<file path="config.mk">
export PLATFORM = sky130hd
export DESIGN_NAME = quadrature_sweep_positioner
export DESIGN_NICKNAME = d
export VERILOG_FILES = /design/src/rtl/qsp_pkg.sv /design/src/rtl/qsp_regs.sv /design/src/rtl/qsp_core.sv /design/src/rtl/quadrature_sweep_positioner.sv
export SDC_FILE = /design/constraint.sdc
export NUM_CORES = 1
export LEC_CHECK = 0
export BUFFER_PORTS_ARGS = -buffer_cell sky130_fd_sc_hd__buf_2
export CAP_MARGIN = 0
export CORE_MARGIN = 2
export CORE_UTILIZATION = 58
export CTS_CLUSTER_SIZE = 28
export DETAILED_ROUTE_END_ITERATION = 8
export HOLD_SLACK_MARGIN = 0.08
export PLACE_DENSITY = 0.86
export RECOVER_POWER = 100
export SETUP_SLACK_MARGIN = 0.1
export SYNTH_ARGS = -nofsm -noshare
export SYNTH_HDL_FRONTEND = slang
export SYNTH_HIERARCHICAL = 1
export SYNTH_SLANG_ARGS = --single-unit
</file>
<file path="constraint.sdc">
create_clock -name clk -period 12.28 [get_ports clk]
set_input_delay 0 -clock clk [delete_from_list [all_inputs] [get_ports clk]]
set_output_delay 0 -clock clk [all_outputs]
set_load 0.02 [all_outputs]
</file>
<file path="src/rtl/qsp_pkg.sv">
// Shared types and constants for the quadrature sweep positioner.
// No dependencies; every other file of the block refers to this package by scoped name.
`default_nettype none

package qsp_pkg;

    // One encoder sample
    typedef struct packed {
        logic enc_a;
        logic enc_b;
        logic ms_tick;
    } qsp_in_t;

    // One result item
    typedef struct packed {
        logic [9:0]         fwd_level;
        logic [9:0]         rev_level;
        logic signed [23:0] position;
        logic [5:0]         current_stop;
        logic               seeking;
        logic               stop_reached;
    } qsp_out_t;

    // Register file contents as seen by the datapath
    typedef struct packed {
        logic [5:0]  stop_count;
        logic [15:0] stop_interval;
        logic [15:0] tolerance;
        logic [15:0] slowdown_window;
        logic [9:0]  cruise_level;
        logic [9:0]  approach_level;
        logic [15:0] dwell_ticks;
    } qsp_cfg_t;

    // Register word index (byte address / 4)
    typedef enum logic [2:0] {
        REG_STOP_COUNT      = 3'd0,
        REG_STOP_INTERVAL   = 3'd1,
        REG_TOLERANCE       = 3'd2,
        REG_SLOWDOWN_WINDOW = 3'd3,
        REG_CRUISE_LEVEL    = 3'd4,
        REG_APPROACH_LEVEL  = 3'd5,
        REG_DWELL_TICKS     = 3'd6
    } reg_idx_t;

    localparam int AddrWidth = 5;

    // Register reset values
    localparam logic [5:0]  StopCountRst      = 6'd20;
    localparam logic [15:0] StopIntervalRst   = 16'd53;
    localparam logic [15:0] ToleranceRst      = 16'd6;
    localparam logic [15:0] SlowdownWindowRst = 16'd26;
    localparam logic [9:0]  CruiseLevelRst    = 10'd1000;
    localparam logic [9:0]  ApproachLevelRst  = 10'd550;
    localparam logic [15:0] DwellTicksRst     = 16'd1000;

    // x4 quadrature step, indexed by {previous A, previous B, A, B}
    localparam logic signed [1:0] QuadTable [16] = '{
         2'sd0, -2'sd1,  2'sd1,  2'sd0,
         2'sd1,  2'sd0,  2'sd0, -2'sd1,
        -2'sd1,  2'sd0,  2'sd0,  2'sd1,
         2'sd0,  2'sd1, -2'sd1,  2'sd0
    };

endpackage

`default_nettype wire

</file>
<file path="src/rtl/qsp_regs.sv">
// APB-style configuration register file for the quadrature sweep positioner.
// Depends on qsp_pkg for the register index codes, reset values and the config struct.
`default_nettype none

module qsp_regs (
    input  wire logic                           clk,
    input  wire logic                           rst_n,
    input  wire logic                           psel,
    input  wire logic                           penable,
    input  wire logic                           pwrite,
    input  wire logic [qsp_pkg::AddrWidth-1:0]  paddr,
    input  wire logic [31:0]                    pwdata,
    output logic [31:0]                         prdata,
    output logic                                pready,
    output qsp_pkg::qsp_cfg_t                   cfg
);

    qsp_pkg::qsp_cfg_t cfg_reg;
    qsp_pkg::reg_idx_t idx;
    logic              wr_en;

    assign pready = 1'b1;
    assign idx    = qsp_pkg::reg_idx_t'(paddr[4:2]);
    assign wr_en  = psel && penable && pwrite && pready;
    assign cfg    = cfg_reg;

    // Write on the access phase of a write transaction
    always_ff @(posedge clk or negedge rst_n)
    begin
        if (!rst_n)
        begin
            cfg_reg.stop_count      <= qsp_pkg::StopCountRst;
            cfg_reg.stop_interval   <= qsp_pkg::StopIntervalRst;
            cfg_reg.tolerance       <= qsp_pkg::ToleranceRst;
            cfg_reg.slowdown_window <= qsp_pkg::SlowdownWindowRst;
            cfg_reg.cruise_level    <= qsp_pkg::CruiseLevelRst;
            cfg_reg.approach_level  <= qsp_pkg::ApproachLevelRst;
            cfg_reg.dwell_ticks     <= qsp_pkg::DwellTicksRst;
        end
        else if (wr_en)
        begin
            unique case (idx)
                qsp_pkg::REG_STOP_COUNT:      cfg_reg.stop_count      <= pwdata[5:0];
                qsp_pkg::REG_STOP_INTERVAL:   cfg_reg.stop_interval   <= pwdata[15:0];
                qsp_pkg::REG_TOLERANCE:       cfg_reg.tolerance       <= pwdata[15:0];
                qsp_pkg::REG_SLOWDOWN_WINDOW: cfg_reg.slowdown_window <= pwdata[15:0];
                qsp_pkg::REG_CRUISE_LEVEL:    cfg_reg.cruise_level    <= pwdata[9:0];
                qsp_pkg::REG_APPROACH_LEVEL:  cfg_reg.approach_level  <= pwdata[9:0];
                qsp_pkg::REG_DWELL_TICKS:     cfg_reg.dwell_ticks     <= pwdata[15:0];
                default:                      ;
            endcase
        end
    end

    // Read back
    always_comb
    begin
        unique case (idx)
            qsp_pkg::REG_STOP_COUNT:      prdata = {26'd0, cfg_reg.stop_count};
            qsp_pkg::REG_STOP_INTERVAL:   prdata = {16'd0, cfg_reg.stop_interval};
            qsp_pkg::REG_TOLERANCE:       prdata = {16'd0, cfg_reg.tolerance};
            qsp_pkg::REG_SLOWDOWN_WINDOW: prdata = {16'd0, cfg_reg.slowdown_window};
            qsp_pkg::REG_CRUISE_LEVEL:    prdata = {22'd0, cfg_reg.cruise_level};
            qsp_pkg::REG_APPROACH_LEVEL:  prdata = {22'd0, cfg_reg.approach_level};
            qsp_pkg::REG_DWELL_TICKS:     prdata = {16'd0, cfg_reg.dwell_ticks};
            default:                      prdata = 32'd0;
        endcase
    end

endmodule

`default_nettype wire

</file>
<file path="src/rtl/qsp_core.sv">
// Per-sample datapath: x4 quadrature decode and the dwell/seek sweep state.
// Depends on qsp_pkg for the sample, result and config types and the decode table.
`default_nettype none

module qsp_core #(
    parameter int COUNT_WIDTH = 24
) (
    input  wire logic               clk,
    input  wire logic               rst_n,
    input  wire logic               advance,
    input  wire qsp_pkg::qsp_in_t   sample,
    input  wire qsp_pkg::qsp_cfg_t  cfg,
    output qsp_pkg::qsp_out_t       result
);

    localparam int W = COUNT_WIDTH;
    localparam logic signed [W+1:0] CountMax = {3'b000, {(W-1){1'b1}}};
    localparam logic signed [W+1:0] CountMin = {3'b111, {(W-1){1'b0}}};

    function automatic logic signed [W-1:0] sat_count(input logic signed [W+1:0] v);
        logic signed [W+1:0] r;
        begin
            r = v;
            if (v > CountMax)
                r = CountMax;
            else if (v < CountMin)
                r = CountMin;
            return r[W-1:0];
        end
    endfunction

    // Sweep state
    logic [1:0]          prev_pins_reg;
    logic                primed_reg;
    logic signed [W-1:0] count_reg, count_next;
    logic                phase_seek_reg, phase_seek_next;
    logic [15:0]         dwell_reg, dwell_next;
    logic [5:0]          stop_reg, stop_next;
    logic                going_down_reg, going_down_next;
    logic signed [W-1:0] target_reg, target_next;

    logic [1:0]          pins;
    logic signed [1:0]   step;
    logic signed [W+1:0] cnt_sum;

    logic [15:0]         dwell_inc;
    logic                dwell_done;

    logic signed [7:0]   idx_s, sc_s, idx_n0, idx_n1;
    logic                gd_adv;
    logic signed [W+1:0] count_ext, ivl_ext, tgt_sum;
    logic signed [W-1:0] target_adv;

    logic signed [W:0]   err;
    logic [W:0]          mag;
    logic                within_tol, near, err_pos;
    logic [9:0]          lvl, fwd, rev;
    logic                reached;
    logic signed [31:0]  pos_ext;

    // Decode the quadrature transition; the first sample only primes the pins
    assign pins    = {sample.enc_a, sample.enc_b};
    assign step    = qsp_pkg::QuadTable[{prev_pins_reg, pins}];
    assign cnt_sum = (W+2)'(count_reg) + (W+2)'(step);
    assign count_next = primed_reg ? sat_count(cnt_sum) : count_reg;

    // Dwell timer, saturating at full scale
    assign dwell_inc  = (sample.ms_tick && dwell_reg != 16'hFFFF) ? dwell_reg + 16'd1 : dwell_reg;
    assign dwell_done = dwell_inc >= cfg.dwell_ticks;

    // Step the stop index, bouncing at both ends, then clamp
    always_comb
    begin
        idx_s  = {2'b00, stop_reg};
        sc_s   = {2'b00, cfg.stop_count};
        idx_n0 = going_down_reg ? idx_s - 8'sd1 : idx_s + 8'sd1;
        gd_adv = going_down_reg;
        idx_n1 = idx_n0;
        if (idx_n0 > sc_s)
        begin
            gd_adv = 1'b1;
            idx_n1 = idx_s - 8'sd1;
        end
        else if (idx_n0 < 8'sd0)
        begin
            gd_adv = 1'b0;
            idx_n1 = idx_s + 8'sd1;
        end
        if (idx_n1 < 8'sd0)
            idx_n1 = 8'sd0;
        if (idx_n1 > sc_s)
            idx_n1 = sc_s;
    end

    // New target one interval away from the present position
    assign count_ext  = (W+2)'(count_next);
    assign ivl_ext    = (W+2)'({1'b0, cfg.stop_interval});
    assign tgt_sum    = gd_adv ? count_ext - ivl_ext : count_ext + ivl_ext;
    assign target_adv = sat_count(tgt_sum);

    // Position error and drive level
    assign err        = (W+1)'(target_reg) - (W+1)'(count_next);
    assign mag        = err[W] ? (W+1)'(-err) : (W+1)'(err);
    assign within_tol = mag <= (W+1)'(cfg.tolerance);
    assign near       = mag <= (W+1)'(cfg.slowdown_window);
    assign err_pos    = !err[W] && (err != '0);
    assign lvl        = near ? cfg.approach_level : cfg.cruise_level;

    // Dwell/seek sequencing
    always_comb
    begin
        phase_seek_next = phase_seek_reg;
        dwell_next      = dwell_reg;
        stop_next       = stop_reg;
        going_down_next = going_down_reg;
        target_next     = target_reg;
        fwd             = 10'd0;
        rev             = 10'd0;
        reached         = 1'b0;
        if (!phase_seek_reg)
        begin
            dwell_next = dwell_inc;
            if (dwell_done)
            begin
                stop_next       = idx_n1[5:0];
                going_down_next = gd_adv;
                target_next     = target_adv;
                phase_seek_next = 1'b1;
                dwell_next      = 16'd0;
            end
        end
        else if (within_tol)
        begin
            phase_seek_next = 1'b0;
            dwell_next      = 16'd0;
            reached         = 1'b1;
        end
        else if (err_pos)
            fwd = lvl;
        else
            rev = lvl;
    end

    // Result of the sample now in the input register
    assign pos_ext = 32'(count_next);

    always_comb
    begin
        result.fwd_level    = fwd;
        result.rev_level    = rev;
        result.position     = pos_ext[23:0];
        result.current_stop = stop_next;
        result.seeking      = phase_seek_next;
        result.stop_reached = reached;
    end

    // Commit the state when the sample moves on to the result register
    always_ff @(posedge clk or negedge rst_n)
    begin
        if (!rst_n)
        begin
            prev_pins_reg  <= 2'b00;
            primed_reg     <= 1'b0;
            count_reg      <= '0;
            phase_seek_reg <= 1'b0;
            dwell_reg      <= 16'd0;
            stop_reg       <= 6'd0;
            going_down_reg <= 1'b0;
            target_reg     <= '0;
        end
        else if (advance)
        begin
            prev_pins_reg  <= pins;
            primed_reg     <= 1'b1;
            count_reg      <= count_next;
            phase_seek_reg <= phase_seek_next;
            dwell_reg      <= dwell_next;
            stop_reg       <= stop_next;
            going_down_reg <= going_down_next;
            target_reg     <= target_next;
        end
    end

endmodule

`default_nettype wire

</file>
<file path="src/rtl/quadrature_sweep_positioner.sv">
// Top level of the quadrature sweep positioner: sample register, datapath, result register.
// Depends on qsp_pkg, qsp_regs and qsp_core.
`default_nettype none

// The block takes one encoder sample per clock while results are taken and returns one
// result per sample, in order. A sample is held in an input register, runs through the
// decode and sweep logic and is registered in the result register when it moves on,
// which waits while an untaken result is held. Throughput is one sample per cycle when
// results are taken; qsp_core updates the position, dwell timer and target state as each
// sample moves on, and the input side stalls only while a sample and a result are both
// held and the result is not taken. Position saturates at the limits of a COUNT_WIDTH-bit
// signed count and is reported as its low 24 bits of the sign-extended value. Registers
// sit on an APB-style port at byte addresses 0x00 to 0x18 and should be written only
// while no sample is in flight.
module quadrature_sweep_positioner #(
    parameter int COUNT_WIDTH = 24
) (
    input  wire logic                           clk,
    input  wire logic                           rst_n,
    input  wire logic                           psel,
    input  wire logic                           penable,
    input  wire logic                           pwrite,
    input  wire logic [qsp_pkg::AddrWidth-1:0]  paddr,
    input  wire logic [31:0]                    pwdata,
    output logic [31:0]                         prdata,
    output logic                                pready,
    input  wire logic                           sample_valid,
    output logic                                sample_ready,
    input  wire qsp_pkg::qsp_in_t               sample,
    output logic                                result_valid,
    input  wire logic                           result_ready,
    output qsp_pkg::qsp_out_t                   result
);

    qsp_pkg::qsp_cfg_t cfg;
    qsp_pkg::qsp_in_t  s1_data_reg;
    logic              s1_valid_reg;
    qsp_pkg::qsp_out_t core_result;
    qsp_pkg::qsp_out_t result_data_reg;
    logic              result_valid_reg;
    logic              advance;

    qsp_regs u_regs (
        .clk     (clk),
        .rst_n   (rst_n),
        .psel    (psel),
        .penable (penable),
        .pwrite  (pwrite),
        .paddr   (paddr),
        .pwdata  (pwdata),
        .prdata  (prdata),
        .pready  (pready),
        .cfg     (cfg)
    );

    qsp_core #(
        .COUNT_WIDTH (COUNT_WIDTH)
    ) u_core (
        .clk     (clk),
        .rst_n   (rst_n),
        .advance (advance),
        .sample  (s1_data_reg),
        .cfg     (cfg),
        .result  (core_result)
    );

    // Move the held sample on whenever the result register is free or being drained
    assign advance      = s1_valid_reg && (!result_valid_reg || result_ready);
    assign sample_ready = !s1_valid_reg || advance;
    assign result_valid = result_valid_reg;
    assign result       = result_data_reg;

    // Input register
    always_ff @(posedge clk or negedge rst_n)
    begin
        if (!rst_n)
            s1_valid_reg <= 1'b0;
        else if (sample_ready)
            s1_valid_reg <= sample_valid;
    end

    always_ff @(posedge clk)
    begin
        if (sample_valid && sample_ready)
            s1_data_reg <= sample;
    end

    // Result register
    always_ff @(posedge clk or negedge rst_n)
    begin
        if (!rst_n)
            result_valid_reg <= 1'b0;
        else if (advance)
            result_valid_reg <= 1'b1;
        else if (result_ready)
            result_valid_reg <= 1'b0;
    end

    always_ff @(posedge clk)
    begin
        if (advance)
            result_data_reg <= core_result;
    end

`ifndef SYNTHESIS
    a_drive_one_side: assert property (@(posedge clk) disable iff (!rst_n)
        result_valid_reg |-> (result_data_reg.fwd_level == 10'd0
                              || result_data_reg.rev_level == 10'd0))
        else $error("forward and reverse driven together");

    a_dwell_no_drive: assert property (@(posedge clk) disable iff (!rst_n)
        (result_valid_reg && !result_data_reg.seeking)
            |-> (result_data_reg.fwd_level == 10'd0 && result_data_reg.rev_level == 10'd0))
        else $error("motor driven during dwell");

    a_reached_ends_seek: assert property (@(posedge clk) disable iff (!rst_n)
        (result_valid_reg && result_data_reg.stop_reached) |-> !result_data_reg.seeking)
        else $error("stop reached while still seeking");

    a_stall_cause: assert property (@(posedge clk) disable iff (!rst_n)
        !sample_ready |-> (s1_valid_reg && result_valid_reg && !result_ready))
        else $error("input stalled without a full pipeline");

    a_advance_fills: assert property (@(posedge clk) disable iff (!rst_n)
        advance |=> result_valid_reg)
        else $error("advanced sample produced no result");
`endif

endmodule

`default_nettype wire

</file>
==> flow_summary.yaml <==
run_status:
  status: "complete, but fails checks"
  violations: "max-capacitance violations, max-slew violations"
critical_path:
  critical_path_required_ns: 12.52
  cp.arrival_ns: 11.58
  start_kind: "register"
  rr_startpoint: "s1_data_reg[1]$_DFFE_PP_"
  cpMaxStageDelayCell: "clkbuf_1"
  path_common_cell: "o21ai_0"
  critPathMaxFanout: 25
  reg2reg_depth: 43
  cp-startpoint: "s1_data_reg[1]$_DFFE_PP_"
  rrSetupSlack_ns: 0.94
  r2r_end: "result[50]$_DFFE_PP_"
  end_kind: "register"
  crit_path_max_incr_delay_ns: 0.78
  endpoint: "result[50]$_DFFE_PP_"
  worstSetupPathType: "reg -> reg"
cells_and_area:
  layout_commonest_cell: "a21oi_1"
  areaGrowthSynthToFinish_pct: 8.688
  layout-drive-gt1-share_pct: 11.86
  most-common-layout-cells: "a21oi_1, dfrtp_1, nor2_1"
  largest_reg_flops: 90
  fillers: 2358
  nets: 2134
  diodes: 0
floorplanning:
  pin_count: 134
  fp.dieH_um: 177.8
  num_rows: 63
  fp.dieW_um: 177.8
  start_util_pct: 58.93
  fp.coreArea_mm2: 0.02972
  die_area_mm2: 0.03160
logic_synthesis:
  yosysSeqAreaShare_pct: 33.49
  avgSynthCellArea_um2: 9.365
  async_flop_share_pct: 75.23
  synth-edff-count: 55
  syn_area_mm2: 0.01751
  synthDistinctLibCells: 106
  syn-instance-count: 1870
  synth_flop_cell: "dfrtp_1"
  ys_warn_count: 6
  synth-seq-cells: 222
hold_path:
  hold_class: "in -> reg"
  hp-start: "sample[0]"
sta:
  fmax_ghz: 0.08817
  timing.final.crit_share_pct: 92.36
  rsz0062_at_grt: "no"
  period_needed_ns: 11.34
  final_hold_viol_count: 0
  tightestPinTransition_ns: 4.969
  timing.setup.tns_ns: 0
  finalClockSkew_ns: 0.02026
  slew_viol_final: 400
  max_slew_margin_pct: -231.2
  setup_viol: 0
clock_network:
  clkLatencyLatePin_ns: 0.56
  postCtsSetupRepairBufs: 0
  cts_root_buf: "clkbuf_16"
  cts_resized: 0
  cts.path.max_buffers: 3
  htree_levels: 1
  clk_pin_slew_ns: 0.06
  clkSinkCount: 222
  cts_tree: "yes"
  cts_buffers: 25
route:
  via_count: 15320
  antenna_left: 0
  avgRoutedWirePerCell_um: 21.44
  drt_wl_total_um: 50650
  avgViaCountPerCell: 6.485
  drc_errors: 0
  drtIter0Drc: 1638
  first_pass_iters: 7
global_routing:
  antenna_found_initial: 1
  grt_first_pass_wirelength_um: 78770
  grtUsageTotal_pct: 31.58
  grt_pass1_vias: 14570
  grt_max_degree: 90
  grt-ovfl-total: 0
placed_design:
  globalplace.congestion: 0.9542
  port_buffers: 98
  dpl.hpwl_um: 37470
job:
  drv_cap: 9
cells by family after synthesis:
logic type	count (synthesis)	synth area share, %
other	2	0.04289
AO/OA/AOI/OAI	560	21.80
adder cells (fa/ha/maj)	147	10.44
buffers and inverters	215	5.402
XOR/XNOR	122	6.102
multiplexers	132	8.631
AND/OR/NAND/NOR	470	14.10
flip-flops	222	33.49
layout make-up:
cell class | instances | area, um2 | area share (%)
clock buffer | 33 | 738.2 | 3.879
clock inverter | 13 | 168.9 | 0.8875
inverter | 124 | 465.4 | 2.445
multi-input combinational | 1448 | 10610 | 55.73
sequential | 222 | 5864 | 30.81
tap | 390 | 488.0 | 2.564
timing repair buffer | 133 | 701.9 | 3.688
stage by stage:
step,utilization (%),instance area [um2],setup slack (ns),hold slack [ns],std cells
floorplan,-,17570,3.381,-0.2956,1885
global placement,61.16,18170,1.712,0.1290,2294
detailed placement,61.16,18170,1.523,0.1444,2294
CTS,64.99,19310,1.434,0.08096,2363
global route,64.05,19030,0.1429,0.1733,2363
finish,64.05,19030,0.9377,0.1820,2363
layer usage:
metal	GRT usage, %	wire length, um	vias to the layer above
met5	0	13	-
met4	13.70	2566	2
met3	6.320	4286	171
met2	50.34	22890	748
met1	41.71	20900	7356
li1	-	-	7047
Yosys cell counts (7+ instances only):
library cell,number,area [um2]
a211oi_1,34,255.2
a21boi_0,11,82.58
a21o_1,41,307.8
a21oi_1,147,735.7
a221oi_1,12,105.1
a22oi_1,15,112.6
a31oi_1,17,106.4
and2_1,22,137.6
and3_1,14,87.58
and3b_1,7,61.31
buf_2,12,60.06
buf_4,23,172.7
clkbuf_1,47,176.4
dfrtp_1,140,3503
dfstp_2,27,709.4
edfxtp_1,55,1652
ha_1,130,1627
inv_1,120,450.4
maj3_1,13,130.1
mux2_2,102,1149
mux2_4,10,150.1
mux2i_1,19,190.2
nand2_1,98,367.9
nand2b_1,28,175.2
nand3_1,42,210.2
nand3b_1,8,60.06
nand4_1,24,150.1
nor2_1,127,476.7
nor2b_1,29,181.4
nor3_1,18,90.09
nor4_1,9,56.30
o211ai_1,18,135.1
o21a_1,22,165.2
o21ai_0,93,465.5
o21ai_1,8,40.04
o21bai_1,8,60.06
o22ai_1,34,212.7
o2bb2ai_2,10,150.1
o31ai_1,10,75.07
xnor2_1,69,604.3
xor2_1,53,464.2
timing repair:
item                                    4_1_cts  5_1_grt
hold buffers                                 23        0
endpoints found under the setup margin        0        0
endpoints found under the hold margin       186        0
critical path: cells and delay by family, from the launching register on:
family	cells	cell delay, ns
AOI/OAI and AO/OA	27	6.05
buffers and inverters	2	0.87
muxes	1	0.77
and+or+nand+nor	9	1.52
DFF	1	0.40
adders and majority gates	4	1.36
worst min path at each step:
stage / end / slack, ns / depth (start not counted)
after floorplan: result_valid$_DFFE_PN0P_ / -0.30 / 0
after global placement: s1_valid_reg$_DFFE_PN0P_ / 0.13 / 1
after detailed placement: result_valid$_DFFE_PN0P_ / 0.14 / 1
after CTS: u_regs/cfg[1]$_DFFE_PN0P_ / 0.08 / 4
after global routing: s1_data_reg[0]$_DFFE_PP_ / 0.17 / 2
final: s1_data_reg[0]$_DFFE_PP_ / 0.18 / 2
Power is not shown: default switching activity piles up to over one toggle a cycle in this logic, so the estimate is an artifact.
